`src/rtl/pidf_pkg.sv`:
```
package pidf_pkg;

    localparam int TIME_W   = 30;
    localparam int ID_W     = 11;
    localparam int STATUS_W = 2;
    localparam int COUNT_W  = 32;
    localparam int ACNT_W   = 3;

    // Configuration data is as wide as the widest register (the period).
    localparam int CFG_DATA_W = TIME_W;

    // One step of the remainder unit per dividend bit.
    localparam int STEP_W = $clog2(TIME_W);

    localparam int TABLE_ENTRIES_DEF = 2048;
    localparam int ALLOWED_IDS_DEF   = 4;

    // Register indexes.
    localparam int REG_PERIOD        = 0;
    localparam int REG_ALLOWED_COUNT = 1;
    localparam int REG_ALLOWED_BASE  = 2;

    // Item codes.
    localparam logic                MODE_CLEAR   = 1'b1;
    localparam logic [STATUS_W-1:0] ST_UNKNOWN   = 2'd1;
    localparam logic [STATUS_W-1:0] ST_SATELLITE = 2'd2;

    typedef struct packed {
        logic                mode;
        logic [ID_W-1:0]     message_id;
        logic [TIME_W-1:0]   time_ms;
        logic [STATUS_W-1:0] time_status;
    } t_in_item;

    typedef struct packed {
        logic               pass;
        logic [COUNT_W-1:0] pass_count;
    } t_out_item;

    typedef struct packed {
        logic              seen;
        logic [TIME_W-1:0] last_time;
    } t_entry;

endpackage

```
`src/rtl/pidf_rem.sv`:
```
module pidf_rem #(
    parameter int TABLE_ENTRIES = pidf_pkg::TABLE_ENTRIES_DEF
) (
    input  logic                               i_clk,
    input  logic                               i_rst_n,
    input  logic                               i_start,
    input  logic [pidf_pkg::TIME_W-1:0]        i_dividend,
    input  logic [pidf_pkg::TIME_W-1:0]        i_divisor,
    input  logic [pidf_pkg::ID_W-1:0]          i_id,
    output logic                               o_done,
    output logic                               o_zero,
    output logic [$clog2(TABLE_ENTRIES)-1:0]   o_slot
);

    localparam int TW    = pidf_pkg::TIME_W;
    localparam int IW    = pidf_pkg::ID_W;
    localparam int SW    = pidf_pkg::STEP_W;
    localparam int IDX_W = $clog2(TABLE_ENTRIES);
    // Reciprocal of the table size, scaled so the quotient is exact for every IW-bit ID.
    localparam int SH    = IW + IDX_W;
    localparam int MW    = 2 * IW + 2;
    localparam logic [MW-1:0] RECIP =
        MW'(((64'd1 << SH) + 64'(TABLE_ENTRIES) - 64'd1) / 64'(TABLE_ENTRIES));

    logic [SW-1:0]    r_cnt,  n_cnt;
    logic             r_run,  n_run;
    logic             r_done, n_done;
    logic [TW-1:0]    r_dsh,  n_dsh;
    logic [TW-1:0]    r_div,  n_div;
    logic [TW-1:0]    r_rem,  n_rem;
    logic [IW-1:0]    r_id,   n_id;
    logic [IW-1:0]    r_quo,  n_quo;
    logic [IDX_W-1:0] r_srem, n_srem;
    logic [TW:0]      trial;
    logic [MW-1:0]    prod;

    // Restoring remainder, one dividend bit per cycle. The table slot takes the ID
    // quotient from a reciprocal multiply at start and subtracts it back on the first step.
    always_comb begin
        n_cnt  = r_cnt;
        n_run  = r_run;
        n_done = 1'b0;
        n_dsh  = r_dsh;
        n_div  = r_div;
        n_rem  = r_rem;
        n_id   = r_id;
        n_quo  = r_quo;
        n_srem = r_srem;
        trial  = {r_rem, r_dsh[TW-1]};
        prod   = MW'(i_id) * RECIP;
        if (i_start) begin
            n_cnt  = '0;
            n_run  = 1'b1;
            n_dsh  = i_dividend;
            n_div  = i_divisor;
            n_rem  = '0;
            n_id   = i_id;
            n_quo  = IW'(prod >> SH);
            n_srem = '0;
        end else if (r_run) begin
            n_dsh = r_dsh << 1;
            if (trial >= {1'b0, r_div}) begin
                n_rem = TW'(trial - {1'b0, r_div});
            end else begin
                n_rem = trial[TW-1:0];
            end
            if (r_cnt == '0) begin
                n_srem = IDX_W'(r_id - IW'(r_quo * IW'(TABLE_ENTRIES)));
            end
            n_cnt = r_cnt + SW'(1);
            if (r_cnt == SW'(TW - 1)) begin
                n_run  = 1'b0;
                n_done = 1'b1;
            end
        end
    end

    always_ff @(posedge i_clk) begin
        if (!i_rst_n) begin
            r_cnt  <= '0;
            r_run  <= 1'b0;
            r_done <= 1'b0;
        end else begin
            r_cnt  <= n_cnt;
            r_run  <= n_run;
            r_done <= n_done;
        end
        r_dsh  <= n_dsh;
        r_div  <= n_div;
        r_rem  <= n_rem;
        r_id   <= n_id;
        r_quo  <= n_quo;
        r_srem <= n_srem;
    end

    assign o_done = r_done;
    assign o_zero = (r_rem == '0);
    assign o_slot = r_srem;

endmodule

```
`config.mk`:
```
export PLATFORM = sky130hd
export DESIGN_NAME = pidf_rem
export DESIGN_NICKNAME = d
export VERILOG_FILES = /design/src/rtl/pidf_pkg.sv /design/src/rtl/pidf_rem.sv
export SDC_FILE = /design/constraint.sdc
export NUM_CORES = 1
export LEC_CHECK = 0
export BUFFER_PORTS_ARGS = -buffer_cell sky130_fd_sc_hd__clkbuf_2
export CORE_UTILIZATION = 52
export DETAILED_ROUTE_END_ITERATION = 12
export PLACE_DENSITY = 0.76
export SLEW_MARGIN = 20
export SYNTH_ARGS = -nofsm -noshare
export SYNTH_HDL_FRONTEND = slang
export SYNTH_SLANG_ARGS = --single-unit
```
`constraint.sdc`:
```
create_clock -name i_clk -period 2.75 [get_ports i_clk]
set_input_delay 0.55 -clock i_clk [delete_from_list [all_inputs] [get_ports i_clk]]
set_output_delay 0.55 -clock i_clk [all_outputs]
set_load 0.03 [all_outputs]
```
* Word level (Yosys, flattened, before mapping) *
Cells that the tools add are included.

storage, ports and cells
  register bits after elaboration = 119
  bits of input ports = 74
  output and inout bits = 13
  logic and storage cells = 27

operators by class
  add/subtract/negate cells = 2
  $lt $le $gt $ge = 1
  equal/unequal tests = 1
  multiplexer cells = 7
  bitwise gates (word level) = 2
  reductions and logical operators = 6

operators with widths
  cell                                          number
  two-way mux 30 bit                            3
  greater-or-equal comparator 31 x 30 -> 1 bit  1
  logical NOT 30 bit                            1
  subtractor 30 bit                             1
  adder 5 x 1 -> 5 bit (second input constant)  1
  == test 5 bit (second input constant)         1
  logical NOT 5 bit                             1
  two-way mux 1 bit                             4
  OR reduction 3 bit                            1
  inverter 1 bit                                2
  AND reduction 2 bit                           1
  nonzero test 2 bit                            1
  OR reduction 2 bit                            1

* Depth between registers and ports, before layout *
Gate-level depths: netlist of the first run.

  depth in word-level cells = 4
  depth in mapped cells = 12
  mapped depth without buffers = 11

* Worst setup path before layout of the first run *
No wires, ideal clock.

  path type = register -> register
  start point = reg r_dsh[29]
  end point = reg r_rem[18]
  library setup time = 91 ps
  arrival = 2537 ps
  required time = 2659 ps
  path slack = 122 ps
  stages on the path, launching flop included = 12
  buffers on the path = 0
  period minus slack after synthesis = 2628 ps
  path through = edfxtp_1 -> inv_1 -> ha_1 -> fa_1 -> nand2b_1 -> a21o_1 -> a31o_2 -> o21ai_0 -> a2111oi_0 -> o21ai_0 -> or3b_1 -> a311oi_1

between the ends
  longest elaborated chain between the ends = 2
  elaborated cells on any way between the ends = 3
  classes of those cells = add/sub: 1; order compare: 1; mux: 1

RTL lines
  what                                                                                      RTL line                        RTL
  start, declared                                                                           pidf_rem.sv:28                  logic [TW-1:0] r_dsh, n_dsh;
  start signal, assigned                                                                    pidf_rem.sv:88                  r_dsh <= n_dsh;
  subtractor 30 bit / greater-or-equal comparator 31 x 30 -> 1 bit (equally long branches)  pidf_rem.sv:63, pidf_rem.sv:62
  two-way mux 30 bit (*)                                                                    pidf_rem.sv:62                  if (trial >= {1'b0, r_div}) begin
  end signal, assigned                                                                      pidf_rem.sv:90                  r_rem <= n_rem;
  end, declared                                                                             pidf_rem.sv:30                  logic [TW-1:0] r_rem, n_rem;

Every way passes the cells marked *; elsewhere a longest branch is shown, timed or not.
A chain may end at the register's enable or synchronous reset.

* Worst setup path in the final report of the first run *
  start point = reg r_div[6]
  end point = reg r_rem[9]

between the ends
  longest elaborated chain between the ends = 2
  elaborated cells on any way between the ends = 3
  classes of those cells = add/sub: 1; order compare: 1; mux: 1

RTL lines
  what                                                                                      RTL line                        RTL
  start, declared                                                                           pidf_rem.sv:29                  logic [TW-1:0] r_div, n_div;
  start signal, assigned                                                                    pidf_rem.sv:89                  r_div <= n_div;
  subtractor 30 bit / greater-or-equal comparator 31 x 30 -> 1 bit (equally long branches)  pidf_rem.sv:63, pidf_rem.sv:62
  two-way mux 30 bit (*)                                                                    pidf_rem.sv:62

Marks and branches as above.

==> results.json, run 1 <==
{
  "vias_per_cell": 5.832,
  "synthFlopType": "edfxtp_1",
  "synth_most_common_cell": "edfxtp_1",
  "synth.top_cell.area_share_pct": 33.74,
  "cts.clk_slew.worst_paths_ps": 50,
  "place.gp.congestion": 0.9276,
  "ir_drop_mv": 0.4783,
  "synth_cell_types": 60,
  "grt_max_degree": 64,
  "grt_antenna_before_repair": 0,
  "finalWirelength_mm": 15.82,
  "place_ws_ps": -135.6,
  "fin_crit_ps": 2732,
  "fin_util_pct": 72.52,
  "path_max_fanout": 8,
  "status": "finished with violations",
  "leakagePower_nw": 3.552,
  "initial_utilization_pct": 54.41,
  "wl_per_cell_um": 17.08,
  "failed_checks": "design-rule violations",
  "cts_made_buffers": 17,
  "maxCapViolations": 0,
  "cp_data_required_time_ps": 3060,
  "fillCellCount": 786,
  "cts_sinks": 119,
  "finalSetupViolations": 0,
  "syn_area_um2": 6319,
  "hold_violations": 0,
  "use_met1_pct": 30.12,
  "num_vias": 5400,
  "async_reset_ff_share_pct": 0,
  "area_growth_pct": 33.29,
  "worst_slew_pin_slew_ps": 736.3,
  "ys_top_cells_by_area": "edfxtp_1, dfxtp_1, ha_1, mux2_2, nand2_1",
  "die_w_um": 112.2,
  "drive_above_1_share_pct": 35.38,
  "slew_viol_final": 0,
  "final_area_um2": 8422,
  "syn_area_per_cell_um2": 10.29,
  "die_area_um2": 12600,
  "hold_ws_ps": 299.9,
  "slew_headroom_pct": 50.92,
  "die_h_um": 112.2,
  "p_per_area_nw_per_um2": 674.9,
  "grt.total_usage_pct": 24.38,
  "synthTopCellsByCount": "edfxtp_1, nand2_1, nor2_1",
  "cts_tree": "built",
  "skew_ps": 8.517,
  "antenna_left": 0,
  "finalWorstSetupSlack_ps": 18.00,
  "worstSetupPathType": "reg -> reg",
  "busiest_layer": "met2",
  "numPortBuffers": 86,
  "cts_root_buffer": "clkbuf_16",
  "synth_top_area_cell": "edfxtp_1",
  "end_kind": "flop",
  "grt_pass1_vias": 5198,
  "met2_usage_pct": 40.62,
  "first_pass_iters": 9,
  "period_share_pct": 99.35,
  "rows": 39,
  "grt_use_met3_pct": 7.451,
  "synthesis.nets": 722,
  "postPlaceCellArea_um2": 7338,
  "synthCells": 614,
  "ys_seq_elements": 119,
  "core_area_um2": 11610,
  "yosys_warnings": 0,
  "setup.worst_path.start_class": "flop",
  "dp_hpwl_mm": 10.50,
  "fin_cells": 926,
  "power.total_mw": 5.684,
  "hp-class": "in -> reg",
  "setup_tns_ps": 0,
  "synth_seq_area_share_pct": 48.95,
  "drc_errors": 5,
  "antenna_cells": 0,
  "hold_buffers": 0,
  "overflow": 0,
  "cp.arrival_ps": 3040,
  "insertion_delay_ps": 420,
  "fmax_ghz": 0.3660,
  "grt_pass1_wl_mm": 23.94,
  "synth_edf_count": 71,
  "cts_htree_levels": 4,
  "dp_cells": 884,
  "ios": 87,
  "drtIter0Drc": 344,
  "final_nets": 878,
  "cts_buffer_depth": 2
}
cell families (layout without fill, tap and decap cells):
| logic type | Yosys count | count (layout) | share of synthesized area (%) |
|---|---|---|---|
| XOR/XNOR | 25 | 25 | 3.465 |
| AND/OR/NAND/NOR | 198 | 198 | 14.61 |
| buffers and inverters | 71 | 240 | 4.535 |
| flip-flops | 119 | 119 | 48.95 |
| AO/OA/AOI/OAI | 126 | 126 | 14.52 |
| adder cells (fa/ha/maj) | 34 | 34 | 6.852 |
| multiplexers | 41 | 41 | 7.069 |
what timing repair did:
item / CTS / global route
setup buffers: 0 / 9
cloned: 0 / 2
gates resized for setup: 13 / 56
pin swaps: 6 / 29
endpoints found under the setup margin: 20 / 26
sequential cells by signal (all words and copies together) (netlist names):
register,count
r_dsh,30
o_slot,11
r_run,1
o_done,1
r_cnt,5
r_div,30
r_rem,30
r_id,11
final timing paths:
path / start / end / slack (ps) / cells after the start
max reg2reg: r_div[6] / r_rem[9] / 20 / 13
min: i_id[9] / r_id[9] / 300 / 1
max: r_div[6] / r_rem[9] / 20 / 13
min reg2reg: r_id[8] / o_slot[8] / 480 / 2
area by class of cell:
cell class	instances	area, µm²	share of cell area (%)
Sequential cell	119	3094	36.74
Inverter	46	172.7	2.050
Timing Repair Buffer	162	1075	12.76
Multi-Input combinational cell	424	3308	39.28
Clock buffer	20	467.9	5.556
Clock inverter	12	125.1	1.486
Tap cell	143	178.9	2.125
critical path: stages (launching register included):
cell and delay (ps):
edfxtp_1 320, inv_1 50, ha_1 390, nand4_1 220
nor4_1 340, a41oi_1 180, o211ai_1 150, a211oi_2 120
buf_4 160, o21ai_4 70, buf_4 150, buf_12 120
nand2_1 60, a311oi_1 310
power by group:
part           switching [mW]  internal, mW
Clock                   0.787          1.40
Sequential             0.0836          2.06
Combinational           0.714         0.642
per-layer routing:
layer	share of wire (%)	routed length [µm]
met5	0	0
met4	1.9	303
met1	42	6598
met2	50	7837
met3	6.8	1075
cell usage in the layout, fill, tap and decap left out, types with 20 or more instances in the layout:
| cell | synthesis | routed |
|---|---|---|
| nand2_1 | 64 | 63 |
| a21oi_1 | 25 | 22 |
| clkbuf_2 | 0 | 85 |
| buf_4 | 0 | 70 |
| mux2_2 | 29 | 29 |
| edfxtp_1 | 71 | 71 |
| dfxtp_1 | 48 | 47 |
| clkbuf_16 | 0 | 20 |
| inv_1 | 46 | 45 |
| nor2_1 | 60 | 59 |
Note: power is estimated with default switching activity, not from simulation.
==> inputs of run 2 (changes only) <==
--- a/config.mk
+++ b/config.mk
@@ -6,9 +6,9 @@
 export NUM_CORES = 1
 export LEC_CHECK = 0
 export BUFFER_PORTS_ARGS = -buffer_cell sky130_fd_sc_hd__clkbuf_2
-export CORE_UTILIZATION = 52
+export CORE_UTILIZATION = 61
 export DETAILED_ROUTE_END_ITERATION = 12
-export PLACE_DENSITY = 0.76
+export PLACE_DENSITY = 0.84
 export SLEW_MARGIN = 20
 export SYNTH_ARGS = -nofsm -noshare
 export SYNTH_HDL_FRONTEND = slang
==> constraint.sdc (replaced) <==
create_clock -name i_clk -period 3.2 [get_ports i_clk]
set_input_delay 0.64 -clock i_clk [delete_from_list [all_inputs] [get_ports i_clk]]
set_output_delay 0.64 -clock i_clk [all_outputs]
set_load 0.03 [all_outputs]
==> run 2 against run 1 <==
Effect of this change: the run now ends clean; die area fell by 14%; sequential power shrank 14%; cell count fell by 8.2%; largest power group is now sequential cells; highest routed layer unchanged.
==> results.json, run 2 (synthesis gave the netlist of run 1 again) <==
{
  "status": "completed",
  "die_h_um": 103.8,
  "leakagePower_nw": 3.164,
  "cts_root_buffer": "clkbuf_8",
  "internal_power_mw": 3.220,
  "grt_antenna_before_repair": 0,
  "cts_buffer_depth": 2,
  "hold_ws_ps": 286.2,
  "area_growth_pct": 17.41,
  "num_vias": 5036,
  "setup.worst_path.start_class": "flop",
  "seqCellArea_um2": 3094,
  "hold_buffers": 0,
  "cts-resized-gates": 0,
  "dp_hpwl_mm": 9.682,
  "p_clk_share_pct": 39.2,
  "grt_setup_unrepaired": "no",
  "grt_max_degree": 46,
  "maxCapViolations": 0,
  "hold_violations": 0,
  "post_cts_buffers": 0,
  "seqPwrFrac_pct": 41.6,
  "period_share_pct": 92.14,
  "fin_cells": 850,
  "ir_drop_mv": 0.7036,
  "numPortBuffers": 86,
  "cts_sinks": 119,
  "dp_cells": 818,
  "grt.total_usage_pct": 27.30,
  "grt_pass1_wl_mm": 23.13,
  "cts_tree": "built",
  "ios": 87,
  "initial_utilization_pct": 63.76,
  "swShare_pct": 27.48,
  "final_common_cell": "clkbuf_2",
  "place.gp.congestion": 0.9462,
  "cts_made_buffers": 17,
  "end_kind": "flop",
  "slew_headroom_pct": 60.91,
  "core_area_um2": 9910,
  "fmax_ghz": 0.3392,
  "top_regs": "r_div (30), r_dsh (30), r_rem (30)",
  "vias_per_cell": 5.925,
  "hp-class": "in -> reg",
  "p_per_area_nw_per_um2": 598.5,
  "setup_tns_ps": 0,
  "insertion_delay_ps": 520,
  "multi_input_area_um2": 2939,
  "cp_data_required_time_ps": 3610,
  "worst_slew_pin_slew_ps": 584.9,
  "drive_above_1_share_pct": 22.59,
  "antenna_cells": 0,
  "die_area_um2": 10770,
  "rows": 36,
  "skew_ps": 7.406,
  "drtIter0Drc": 336,
  "drc_errors": 0,
  "overflow": 0,
  "mostFrequentLayoutCells": "clkbuf_2, edfxtp_1, nand2_1",
  "final_nets": 812,
  "fin_crit_ps": 2948,
  "finalWirelength_mm": 13.88,
  "worstSetupPathType": "reg -> reg",
  "grt_pass1_vias": 4819,
  "fillCellCount": 661,
  "antenna_left": 0,
  "p_comb_share_pct": 19.2,
  "cp.arrival_ps": 3360,
  "path_max_fanout": 15,
  "slew_viol_final": 0,
  "wl_per_cell_um": 16.33,
  "die_w_um": 103.8,
  "first_pass_iters": 5,
  "switching_power_mw": 1.220,
  "cts_htree_levels": 4,
  "finalSetupViolations": 0,
  "cts.clk_slew.worst_paths_ps": 60
}
[run 2: cell types whose count changed in the layout (fill, tap and decap cells not counted), sizes merged]
cell,change
buf,-64
clkinvlp,-5
clkinv,+3
[run 2: metrics by stage]
step	total power [mW]	utilization [%]	worst slack, ps	cell area, µm²
after floorplan	2.474	-	571.7	6319
after global placement	2.669	69.43	390.2	6880
after detailed placement	2.704	69.43	304.1	6880
after CTS	4.453	74.86	285.1	7418
after global routing	4.625	74.86	70.07	7418
final	4.440	74.86	251.6	7418
[run 2: final timing paths]
path	to	startpoint	slack, ps	cells past startpoint
worst max-delay path	r_rem[1]	r_rem[13]	250	10
worst min-delay path	r_div[17]	i_divisor[17]	290	1
worst max register to register	r_rem[1]	r_rem[13]	250	10
worst min register to register	o_slot[6]	r_id[6]	490	2
[run 2: worst max-delay path, cell delays in order (launching register included)]
cell      delay (ps)
dfxtp_1          440
ha_1             350
a21oi_1          220
o21ai_0          160
a22oi_1          410
a311oi_2         200
nor2_2           240
o21a_1           190
buf_4            220
nor4_1            70
a311o_1          330
[run 2: layout make-up]
class                   instances  share of cell area, %
well taps                     133                  2.243
flip-flops and latches        119                  41.71
multi-input cells             424                  39.62
clock buffers                  22                  5.836
repair buffers                 96                  6.848
inverters                      46                  2.328
clock inverters                10                  1.417
[run 2: routing by layer]
metal | track usage [%] | wire length [µm] | vias to the layer above
li1 | - | - | 2445
met1 | 35.04 | 5969 | 2352
met2 | 43.58 | 6693 | 212
met3 | 7.741 | 966 | 27
met4 | 11.12 | 249 | 0
met5 | 0 | 0 | -
[run 2: power by group through the flow]
stage	registers [mW]	logic, mW	clock network, mW
2_1_floorplan	1.86	0.610	0
3_3_place_gp	1.87	0.802	0
3_5_place_dp	1.87	0.831	0
4_1_cts	1.84	0.842	1.77
5_1_grt	1.86	0.937	1.83
6_report	1.85	0.853	1.74
==> inputs of run 3 (changes only) <==
--- a/config.mk
+++ b/config.mk
@@ -6,9 +6,11 @@
 export NUM_CORES = 1
 export LEC_CHECK = 0
 export BUFFER_PORTS_ARGS = -buffer_cell sky130_fd_sc_hd__clkbuf_2
+export CORE_MARGIN = 2
 export CORE_UTILIZATION = 61
 export DETAILED_ROUTE_END_ITERATION = 12
 export PLACE_DENSITY = 0.84
+export REMOVE_ABC_BUFFERS = 1
 export SLEW_MARGIN = 20
 export SYNTH_ARGS = -nofsm -noshare
 export SYNTH_HDL_FRONTEND = slang
==> run 3 against run 2 <==
Effect of this change: clock power hardly changed; sequential power barely moved; combinational power is 0.8% higher; cell count grew 0.12%; routed wire length up 4.2%; largest cell class unchanged; highest routed layer unchanged.
==> results.json, run 3 (synthesis gave the netlist of run 1 again) <==
{
  "numPortBuffers": 86,
  "grt_max_degree": 80,
  "hold_start": "i_id[5]",
  "final_common_cell": "clkbuf_2",
  "finalWirelength_mm": 14.47,
  "wl_per_cell_um": 17.00,
  "seqCellArea_um2": 3093,
  "initial_utilization_pct": 62.04,
  "worstSetupPathType": "reg -> reg",
  "cts_buffer_depth": 2,
  "drc_errors": 0,
  "multi_input_area_um2": 2939,
  "drive_above_1_share_pct": 23.22,
  "cts_tree": "built",
  "maxCapViolations": 0,
  "core_area_um2": 10180,
  "ir_drop_mv": 0.5084,
  "grt_antenna_before_repair": 0,
  "insertion_delay_ps": 530,
  "hold_buffers": 0,
  "final_nets": 810,
  "rows": 37,
  "grt_pass1_vias": 5133,
  "fillCellCount": 742,
  "grt_pass1_wl_mm": 24.04,
  "cp_data_required_time_ps": 3640,
  "r2r-start": "r_div[1]",
  "hold_ws_ps": 283.3,
  "cts_sinks": 119,
  "worst_slew_pin_slew_ps": 575.6,
  "fin_crit_ps": 3066,
  "finalSetupViolations": 0,
  "grt_setup_unrepaired": "no",
  "dp_hpwl_mm": 9.634,
  "antenna_left": 0,
  "mostFrequentLayoutCells": "clkbuf_2, edfxtp_1, nand2_1",
  "slew_viol_final": 0,
  "num_vias": 5065,
  "cts_htree_levels": 4,
  "vias_per_cell": 5.952,
  "antenna_cells": 0,
  "path_max_fanout": 18,
  "grt.total_usage_pct": 27.22,
  "area_growth_pct": 17.43,
  "setup_tns_ps": 0,
  "cts-resized-gates": 0,
  "top_regs": "r_div (30), r_dsh (30), r_rem (30)",
  "drtIter0Drc": 270,
  "place.gp.congestion": 0.9743,
  "leakagePower_nw": 3.165,
  "cts_made_buffers": 17,
  "die_area_um2": 11190,
  "fmax_ghz": 0.3262,
  "setup.worst_path.start_class": "flop",
  "critPathLaunch": "r_div[1]",
  "die_w_um": 105.8,
  "hp-class": "in -> reg",
  "first_pass_iters": 5,
  "end_kind": "flop",
  "period_share_pct": 95.81,
  "post_cts_buffers": 0,
  "ios": 87,
  "hold_violations": 0,
  "overflow": 0,
  "slew_headroom_pct": 60.64,
  "cts.clk_slew.worst_paths_ps": 60,
  "p_per_area_nw_per_um2": 594.9,
  "skew_ps": 9.848,
  "status": "completed",
  "die_h_um": 105.8,
  "cts_root_buffer": "clkbuf_8",
  "cp.arrival_ps": 3510
}
[run 3: cell count changes in the layout (fill, tap and decap cells not counted)]
cell	change
clkbuf_1	-5
buf_4	-3
clkinv_4	+3
clkinvlp_4	+1
dfxtp_1	+1
dfxtp_2	-1
bufinv_16	-2
inv_4	+1
buf_12	+1
clkinv_1	-2
clkinv_2	+1
inv_6	+2
clkbuf_16	+1
[run 3: worst max-delay path, cell delays in order, from the launching register on]
cell and delay [ps]:
edfxtp_1 410, inv_1 60, ha_1 310, nor2b_1 210, o31a_1 270, o211ai_2 170, a311oi_2 350, nor2_2 120
o21a_1 210, buf_4 200, or3_1 380, a311oi_1 270
[run 3: worst paths after layout]
check | cells past startpoint | slack [ps] | end
max | 11 | 130 | r_rem[3]
min reg2reg | 2 | 490 | o_slot[10]
min | 1 | 280 | r_id[5]
max reg2reg | 11 | 130 | r_rem[3]
[run 3: layout make-up]
class                           count  area share (%)
Clock inverter                     14           1.349
Multi-Input combinational cell    424           39.61
Tap cell                          136           2.293
Inverter                           46           2.327
Sequential cell                   119           41.69
Timing Repair Buffer               94           6.813
Clock buffer                       18           5.919
[run 3: per-stage QoR]
step                      power, mW  utilization (%)  setup WS [ps]  instance area, µm²  cells
after floorplan               2.445                -          282.4                6205    589
after detailed placement      2.702            67.56          238.4                6880    819
final                         4.414            72.85          134.1                7420    851
after global placement        2.661            67.56          388.4                6880    819
after global routing          4.589            72.85          24.99                7420    851
after CTS                     4.430            72.85          199.9                7420    851
[run 3: where the power goes]
part / switching [mW] / leakage (nW) / internal, mW
sequential: 0.0745 / 1.10 / 1.77
clock: 0.713 / 0.270 / 0.998
combinational: 0.505 / 1.80 / 0.355
total: 1.29 / 3.16 / 3.12
[run 3: routing by layer]
metal	wire length (µm)	global-route usage, %	up-vias	share of wire [%]
met5	0	0	-	0
met1	5900	30.98	2407	41
met4	285	10.81	0	2.0
met2	7294	47.37	182	50
met3	984	8.782	34	6.8
li1	-	-	2442	-
